==> src/sv/dpd_pkg.sv <==
// Package for the debug packet deframer.
// Holds the framing symbols, result codes, phase encoding and shared types.
// No dependencies.
package dpd_pkg;

    localparam int DEFAULT_MAX_LEN = 511;
    localparam int BYTE_W          = 8;
    localparam int KIND_W          = 2;
    localparam int COUNT_OUT_W     = 9;

    localparam logic [BYTE_W-1:0] SYM_STX  = 8'h02;
    localparam logic [BYTE_W-1:0] SYM_ETX  = 8'h03;
    localparam logic [BYTE_W-1:0] SYM_ACK  = 8'h06;
    localparam logic [BYTE_W-1:0] SYM_NAK  = 8'h15;
    localparam logic [BYTE_W-1:0] SYM_NONE = 8'h00;

    localparam logic [BYTE_W-1:0] CH_0 = 8'h30;
    localparam logic [BYTE_W-1:0] CH_9 = 8'h39;
    localparam logic [BYTE_W-1:0] CH_A = 8'h61;
    localparam logic [BYTE_W-1:0] CH_F = 8'h66;

    localparam logic [KIND_W-1:0] KIND_PAYLOAD = 2'd0;
    localparam logic [KIND_W-1:0] KIND_GOOD    = 2'd1;
    localparam logic [KIND_W-1:0] KIND_BAD     = 2'd2;
    localparam logic [KIND_W-1:0] KIND_ERROR   = 2'd3;

    typedef enum logic [3:0] {
        PH_HUNT = 4'b0001,
        PH_BODY = 4'b0010,
        PH_HI   = 4'b0100,
        PH_LO   = 4'b1000
    } phase_t;

    typedef struct packed {
        logic                   ok;
        logic [3:0]             value;
    } hex_t;

    // One result beat handed from the parser to the output stage.
    typedef struct packed {
        logic                   vld;
        logic [KIND_W-1:0]      kind;
        logic [BYTE_W-1:0]      data;
        logic [COUNT_OUT_W-1:0] count;
    } result_t;

    // Lower-case hex digit decode; ok is low for anything else.
    function automatic hex_t hex_decode(input logic [BYTE_W-1:0] b);
        hex_t       h;
        logic [7:0] d;
        h = '{ok: 1'b0, value: 4'd0};
        if (b >= CH_0 && b <= CH_9) begin
            d = b - CH_0;
            h = '{ok: 1'b1, value: d[3:0]};
        end else if (b >= CH_A && b <= CH_F) begin
            d = b - CH_A + 8'd10;
            h = '{ok: 1'b1, value: d[3:0]};
        end
        return h;
    endfunction

endpackage

==> src/sv/dpd_parser.sv <==
// Input register and framing state machine of the debug packet deframer.
// Depends on dpd_pkg.
module dpd_parser #(
    parameter int MAX_LEN = dpd_pkg::DEFAULT_MAX_LEN
) (
    input  logic                       aclk,
    input  logic                       aresetn,
    input  logic                       s_valid,
    output logic                       s_ready,
    input  logic [dpd_pkg::BYTE_W-1:0] s_rx_byte,
    input  logic                       slot_ok,
    output dpd_pkg::result_t           res
);
    import dpd_pkg::*;

    localparam int CNT_W = $clog2(MAX_LEN + 1);
    localparam logic [CNT_W-1:0] CNT_MAX = CNT_W'(MAX_LEN);

    logic              in_valid_reg;
    logic [BYTE_W-1:0] in_byte_reg;
    phase_t            phase_reg, phase_next;
    logic [BYTE_W-1:0] sum_reg, sum_next;
    logic [CNT_W-1:0]  count_reg, count_next;
    logic [3:0]        nib_reg, nib_next;
    logic              fire;
    hex_t              hex;
    logic [CNT_W+COUNT_OUT_W-1:0] count_ext;
    logic [COUNT_OUT_W-1:0]       count_out;

    assign fire    = in_valid_reg && slot_ok;
    assign s_ready = !in_valid_reg || slot_ok;

    always_ff @(posedge aclk) begin
        if (!aresetn) begin
            in_valid_reg <= 1'b0;
        end else if (s_ready) begin
            in_valid_reg <= s_valid;
        end
    end

    always_ff @(posedge aclk) begin
        if (s_valid && s_ready) begin
            in_byte_reg <= s_rx_byte;
        end
    end

    assign hex       = hex_decode(in_byte_reg);
    assign count_ext = {{COUNT_OUT_W{1'b0}}, count_reg};
    assign count_out = count_ext[COUNT_OUT_W-1:0];

    always_comb begin
        phase_next = phase_reg;
        sum_next   = sum_reg;
        count_next = count_reg;
        nib_next   = nib_reg;
        res        = '{vld: 1'b0, kind: KIND_ERROR, data: SYM_NONE, count: count_out};
        unique case (phase_reg)
            PH_HUNT: begin
                if (in_byte_reg == SYM_STX) begin
                    sum_next   = '0;
                    count_next = '0;
                    nib_next   = '0;
                    phase_next = PH_BODY;
                end
            end
            PH_BODY: begin
                if (in_byte_reg == SYM_ETX) begin
                    phase_next = PH_HI;
                end else if (in_byte_reg == SYM_STX || count_reg >= CNT_MAX) begin
                    phase_next = PH_HUNT;
                    res.vld    = 1'b1;
                end else begin
                    res.vld    = 1'b1;
                    res.kind   = KIND_PAYLOAD;
                    res.data   = in_byte_reg;
                    sum_next   = sum_reg + in_byte_reg;
                    count_next = count_reg + 1'b1;
                end
            end
            PH_HI: begin
                if (!hex.ok) begin
                    phase_next = PH_HUNT;
                    res.vld    = 1'b1;
                end else begin
                    nib_next   = hex.value;
                    phase_next = PH_LO;
                end
            end
            PH_LO: begin
                phase_next = PH_HUNT;
                res.vld    = 1'b1;
                if (hex.ok && {nib_reg, hex.value} == sum_reg) begin
                    res.kind = KIND_GOOD;
                    res.data = SYM_ACK;
                end else if (hex.ok) begin
                    res.kind = KIND_BAD;
                    res.data = SYM_NAK;
                end
            end
            default: begin
                phase_next = PH_HUNT;
            end
        endcase
        // Nothing is emitted unless the buffered beat is actually consumed.
        res.vld = res.vld && fire;
    end

    always_ff @(posedge aclk) begin
        if (!aresetn) begin
            phase_reg <= PH_HUNT;
            sum_reg   <= '0;
            count_reg <= '0;
            nib_reg   <= '0;
        end else if (fire) begin
            phase_reg <= phase_next;
            sum_reg   <= sum_next;
            count_reg <= count_next;
            nib_reg   <= nib_next;
        end
    end

endmodule

==> src/sv/dpd_out_stage.sv <==
// Result register of the debug packet deframer; drives the m_ channel.
// Depends on dpd_pkg.
module dpd_out_stage (
    input  logic                            aclk,
    input  logic                            aresetn,
    input  dpd_pkg::result_t                res,
    output logic                            slot_ok,
    output logic                            m_valid,
    input  logic                            m_ready,
    output logic [dpd_pkg::KIND_W-1:0]      m_kind,
    output logic [dpd_pkg::BYTE_W-1:0]      m_data_byte,
    output logic [dpd_pkg::COUNT_OUT_W-1:0] m_byte_count
);
    import dpd_pkg::*;

    logic              valid_reg;
    logic [KIND_W-1:0] kind_reg;
    logic [BYTE_W-1:0] data_reg;
    logic [COUNT_OUT_W-1:0] count_reg;

    // The register can take a new beat when empty or when its beat leaves now.
    assign slot_ok = !valid_reg || m_ready;

    always_ff @(posedge aclk) begin
        if (!aresetn) begin
            valid_reg <= 1'b0;
        end else if (res.vld) begin
            valid_reg <= 1'b1;
        end else if (m_ready) begin
            valid_reg <= 1'b0;
        end
    end

    always_ff @(posedge aclk) begin
        if (res.vld) begin
            kind_reg  <= res.kind;
            data_reg  <= res.data;
            count_reg <= res.count;
        end
    end

    assign m_valid      = valid_reg;
    assign m_kind       = kind_reg;
    assign m_data_byte  = data_reg;
    assign m_byte_count = count_reg;

endmodule

==> src/sv/debug_packet_deframer.sv <==
// Debug packet deframer: one received serial byte per s_ beat, at most one
// result beat out. Bytes are held in an input register, combinational framing
// logic decides the result, and a result register drives the m_ channel, so a
// byte can be taken every cycle while m_ready does not stall the output. The
// per-byte state update and checksum compare sit between the two registers.
// Hunting drops all bytes until STX; payload bytes come out as kind 0, and a
// packet ends with a good (ACK), bad (NAK) or protocol-error result.
module debug_packet_deframer #(
    parameter int MAX_LEN = dpd_pkg::DEFAULT_MAX_LEN
) (
    input  logic                            aclk,
    input  logic                            aresetn,
    input  logic                            s_valid,
    output logic                            s_ready,
    input  logic [dpd_pkg::BYTE_W-1:0]      s_rx_byte,
    output logic                            m_valid,
    input  logic                            m_ready,
    output logic [dpd_pkg::KIND_W-1:0]      m_kind,
    output logic [dpd_pkg::BYTE_W-1:0]      m_data_byte,
    output logic [dpd_pkg::COUNT_OUT_W-1:0] m_byte_count
);
    import dpd_pkg::*;

    result_t res;
    logic    slot_ok;

    dpd_parser #(
        .MAX_LEN(MAX_LEN)
    ) u_parser (
        .aclk     (aclk),
        .aresetn  (aresetn),
        .s_valid  (s_valid),
        .s_ready  (s_ready),
        .s_rx_byte(s_rx_byte),
        .slot_ok  (slot_ok),
        .res      (res)
    );

    dpd_out_stage u_out (
        .aclk        (aclk),
        .aresetn     (aresetn),
        .res         (res),
        .slot_ok     (slot_ok),
        .m_valid     (m_valid),
        .m_ready     (m_ready),
        .m_kind      (m_kind),
        .m_data_byte (m_data_byte),
        .m_byte_count(m_byte_count)
    );

endmodule

==> config.mk <==
export PLATFORM = sky130hd
export DESIGN_NAME = debug_packet_deframer
export DESIGN_NICKNAME = d
export VERILOG_FILES = /design/src/sv/dpd_pkg.sv /design/src/sv/dpd_parser.sv /design/src/sv/dpd_out_stage.sv /design/src/sv/debug_packet_deframer.sv
export SDC_FILE = /design/constraint.sdc
export NUM_CORES = 1
export LEC_CHECK = 0
export BUFFER_PORTS_ARGS = -buffer_cell sky130_fd_sc_hd__buf_4
export CORE_MARGIN = 1.5
export CORE_UTILIZATION = 62
export DETAILED_ROUTE_END_ITERATION = 10
export MAX_ROUTING_LAYER = met4
export PLACE_DENSITY = 0.89
export REMOVE_ABC_BUFFERS = 1
export SYNTH_ARGS = -nofsm -noshare
export SYNTH_HDL_FRONTEND = slang
export SYNTH_HIERARCHICAL = 1
export SYNTH_SLANG_ARGS = --single-unit
export TNS_END_PERCENT = 5
==> constraint.sdc <==
create_clock -name aclk -period 8 [get_ports aclk]
set_clock_uncertainty 0.15 [all_clocks]
set_input_delay 0.4 -clock aclk [delete_from_list [all_inputs] [get_ports aclk]]
set_output_delay 0.4 -clock aclk [all_outputs]
set_load 0.05 [all_outputs]
Word level (Yosys, flattened, before mapping)
Index checks and enable logic that the tools add are counted.

Add/subtract/negate cells: 5. $lt $le $gt $ge: 5. Equality and inequality tests: 12. Muxes and demuxes: 27. Reductions and logical operators: 17.

Operators with widths (number): $mux W9 (4); $mux W4 (6); $mux W8 (3); $mux W10 (2); $pmux W10 S2 (1); $pmux W9 S2 (1); $eq A8 B2 Y1 const B (2); $pmux W8 S2 (1); $pmux W4 S3 (1); $mux W11 (1); $mux W5 (2); $add A9 B1 Y9 const B (1); $ge A9 B9 Y1 const B (1); $add A8 B8 Y8 (1); $eq A8 B8 Y1 (1); $ge A8 B6 Y1 const B (1); $ge A8 B7 Y1 const B (1); $le A8 B6 Y1 const B (1); $le A8 B7 Y1 const B (1); $pmux W4 S2 (1); $sub A4 B1 Y4 const B (2); $logic_and A1 B1 Y1 (6); $reduce_bool A2 Y1 (3); $reduce_and A5 Y1 (1); other kinds (14) (21).

Register bits after elaboration: 54. Output and inout port bits: 21.

Longest topological paths before layout
Word-level depth: 8. Gate-level depth with buffers: 11. Mapped depth without buffers: 10.

Cells and area by module
The synthesis kept the hierarchy.

Modules (own cells, without submodules): dpd_parser (times used 1, cells each 239, area an instance 2232.1 µm²); dpd_out_stage (times used 1, cells each 23, area an instance 619.3 µm²).

Worst setup path after synthesis
Ideal clock, no wire load.

Path kind: register -> register. From: reg u_parser.in_byte_reg[0]. To: reg u_out.count_reg[0], in the netlist u_out/m_byte_count[0], enable pin. Library setup time: 0.375 ns. Data arrival time: 2.289 ns. Path slack: 5.186 ns. Stages on the path, launching flop included: 10. Path buffers: 1. Cell sequence: edfxtp_1 clkbuf_1 inv_1 ha_1 nor3b_1 and4bb_2 nor2_2 nand2_1 o22ai_1 o211a_1.

RTL lines: start: declaration (line dpd_parser.sv:20) `logic [BYTE_W-1:0] in_byte_reg;`; start signal: assignment (line dpd_parser.sv:43) `in_byte_reg <= s_rx_byte;`; end signal: assignment (line dpd_out_stage.sv:38) `count_reg <= res.count;`; end: declaration (line dpd_out_stage.sv:19) `logic [COUNT_OUT_W-1:0] count_reg;`.

==> results.yml <==
cells_and_area:
  final_nets: 319
  final_cell_mix: "buf_4, edfxtp_1, dfxtp_1"
  final_core_util_pct: 73.26
  insertedDiodeCount: 0
  fillCellCount: 298
  drive_gt1_share_pct: 18.09
  mostFrequentLayoutCell: "buf_4"
  areaGrowthSynthToFinish_pct: 12.64
cts:
  post_cts_buffers: 0
  cts.sinks: 54
  cts_root_buffer: "clkbuf_8"
  clk_pin_slew_worst_paths_ns: 0.10
  insertion_delay_ns: 0.32
  post_cts_resize_count: 0
  htree_levels: 2
  ctsLongestPathBuffers: 2
  tritoncts: "yes"
  cts-buffers-inserted: 5
  postCtsHoldBufs: 0
flow_run:
  drv_cap: 0
global_routing:
  use_met3_pct: 3.704
  grt_pass1_vias: 1976
  overflow: 0
  grt_use_total_pct: 24.25
  grt_max_degree: 21
  grt_pass1_wl_um: 9335
  antenna_found_initial: 0
  busiest_layer: "met2"
  met1_usage_pct: 30.73
  grtUsageMet2_pct: 38.94
min_path:
  hold_class: "input port to flop"
logic_synthesis:
  synth_compound_area_share_pct: 15.62
  ys_seq_area_share_pct: 47.39
  synth_top_area_cell: "edfxtp_1"
  synth-edff-count: 27
  synthFlopType: "edfxtp_1"
  syn_avg_cell_area_um2: 10.88
  synth-xor-area-share_pct: 6.319
  synth-simple-area-share_pct: 19.26
  synth-async-reset-ratio_pct: 0
  synth.distinct_cells: 62
  synth_area_um2: 2851
  synth_top_cell_area_share_pct: 28.43
  yosysWarnings: 6
  synth_adder_area_share_pct: 6.845
  synth_seq_cells: 54
  muxShareOfSynthArea_pct: 1.097
  synth_top_family_by_area: "simple AND/OR/NAND/NOR gates"
  yosys-top-cells-area: "edfxtp_1, dfxtp_1, ha_1"
  synth_cells: 262
detailed_routing:
  first_pass_iters: 4
  ant_nets: 0
  drt_iter0_markers: 140
  routed_wl_um: 5581
  vias_per_cell: 6.194
  wire_per_inst_um: 16.18
  post-route-drc-count: 0
  num_vias: 2137
sta:
  setup_viol: 0
  rsz0062_at_grt: "false"
  worstMarginPinSlew_ns: 0.7443
  fin_crit_ns: 3.190
  setup_tns_ns: 0
  clock.fmax_ghz: 0.3135
  drv_slew: 0
  max-slew-margin-rel_pct: 50.38
  timing.final.hold_violations: 0
  timing.final.crit_share_pct: 39.88
power:
  leakage_nw: 1.287
  cellPowerDensity_nw_per_um2: 155.8
  p_total_uw: 500.4
  vdd_ir_drop_max_v: 0.0001350
worst_setup_path:
  start_kind: "flop"
  reg2reg_slack_ns: 4.81
  worstPathArrival_ns: 2.99
  setup.worst_path.end_class: "flop"
  cp_data_required_time_ns: 7.80
  path_max_fanout: 20
  crit_type: "flop to flop"
place:
  io_buffers: 32
  globalplace.congestion: 0.9933
  place_hpwl_um: 4007
die:
  dieArea_um2: 5015
  core_um2: 4384
  placementRows: 24
  fp.dieW_um: 70.82
  start_util_pct: 65.04
  fp.dieH_um: 70.82
  ios: 33
status:
  status: "finished, final reports clean"
-- power breakdown --
group	internal, mW	switching, mW
Combinational	0.0181	0.0204
Clock	0.0656	0.0950
Sequential	0.292	0.00902
-- worst paths after layout --
path | cells past startpoint | startpoint | endpoint
max | 8 | u_parser/in_byte_reg[0]$_DFFE_PP_ | u_out/m_data_byte[7]$_DFFE_PP_
min | 1 | s_rx_byte[6] | u_parser/in_byte_reg[6]$_DFFE_PP_
min reg2reg | 0 | u_parser/count_out[6]$_SDFFE_PN0P_ | u_out/m_byte_count[6]$_DFFE_PP_
max reg2reg | 8 | u_parser/in_byte_reg[0]$_DFFE_PP_ | u_out/m_data_byte[7]$_DFFE_PP_
-- logic make-up after synthesis --
kind of cell               after synthesis
xor gates and xnor gates                19
DFF                                     54
and+or+nand+nor                         91
buffers and inverters                   23
adders and majority gates               15
muxes                                    3
AOI/OAI and AO/OA                       57
-- per-layer routing --
metal  up-vias  wire length (µm)
li1       1028                 -
met3        14               344
met1      1006              2277
met5         -                 0
met2        89              2811
met4         0               148
-- Yosys cell counts, types with 2 or more instances --
cell type,n
a21boi_0,2
a21o_1,2
a21oi_1,9
a22o_1,13
a31oi_1,4
a32o_1,2
and2_1,7
and3_1,8
and4_1,2
clkbuf_1,7
dfxtp_1,27
edfxtp_1,27
ha_1,14
inv_1,13
mux2i_1,2
nand2_1,13
nand2b_1,7
nand3_1,8
nand3b_1,3
nand4_1,2
nor2_1,18
nor2b_1,2
nor3_1,3
nor4_1,3
nor4b_1,3
o211a_1,2
o211ai_1,3
o21ai_0,3
o21ai_1,2
o22ai_1,3
xnor2_1,5
xor2_1,13
-- through the flow --
step	instance area, µm²	hold slack [ns]	setup WS [ns]	instances
floorplan	2801	0.2928	5.256	252
global route	3212	0.1017	4.693	345
CTS	3212	0.1032	4.816	345
global placement	3114	0.3144	5.040	337
detailed placement	3114	0.3174	4.854	337
finish	3212	0.1121	4.810	345
-- critical path, cell delays in order, from the launching register on --
cell      delay, ns
edfxtp_1       0.57
inv_1          0.22
ha_1           0.26
nor3b_1        0.22
and4bb_2       0.31
nor2_2         0.19
nand2_1        0.08
o22ai_1        0.17
o211a_1        0.65
-- final cells by class --
| class | instances | area, µm² | share of cell area (%) |
|---|---|---|---|
| timing repair buffer | 33 | 247.7 | 7.713 |
| inverter | 13 | 48.80 | 1.519 |
| clock inverter | 3 | 28.78 | 0.8960 |
| multi-input combinational | 185 | 1401 | 43.63 |
| tap | 52 | 65.06 | 2.026 |
| sequential | 54 | 1351 | 42.07 |
| clock buffer | 5 | 68.82 | 2.143 |
No activity file was read; power rests on OpenSTA's default activity.
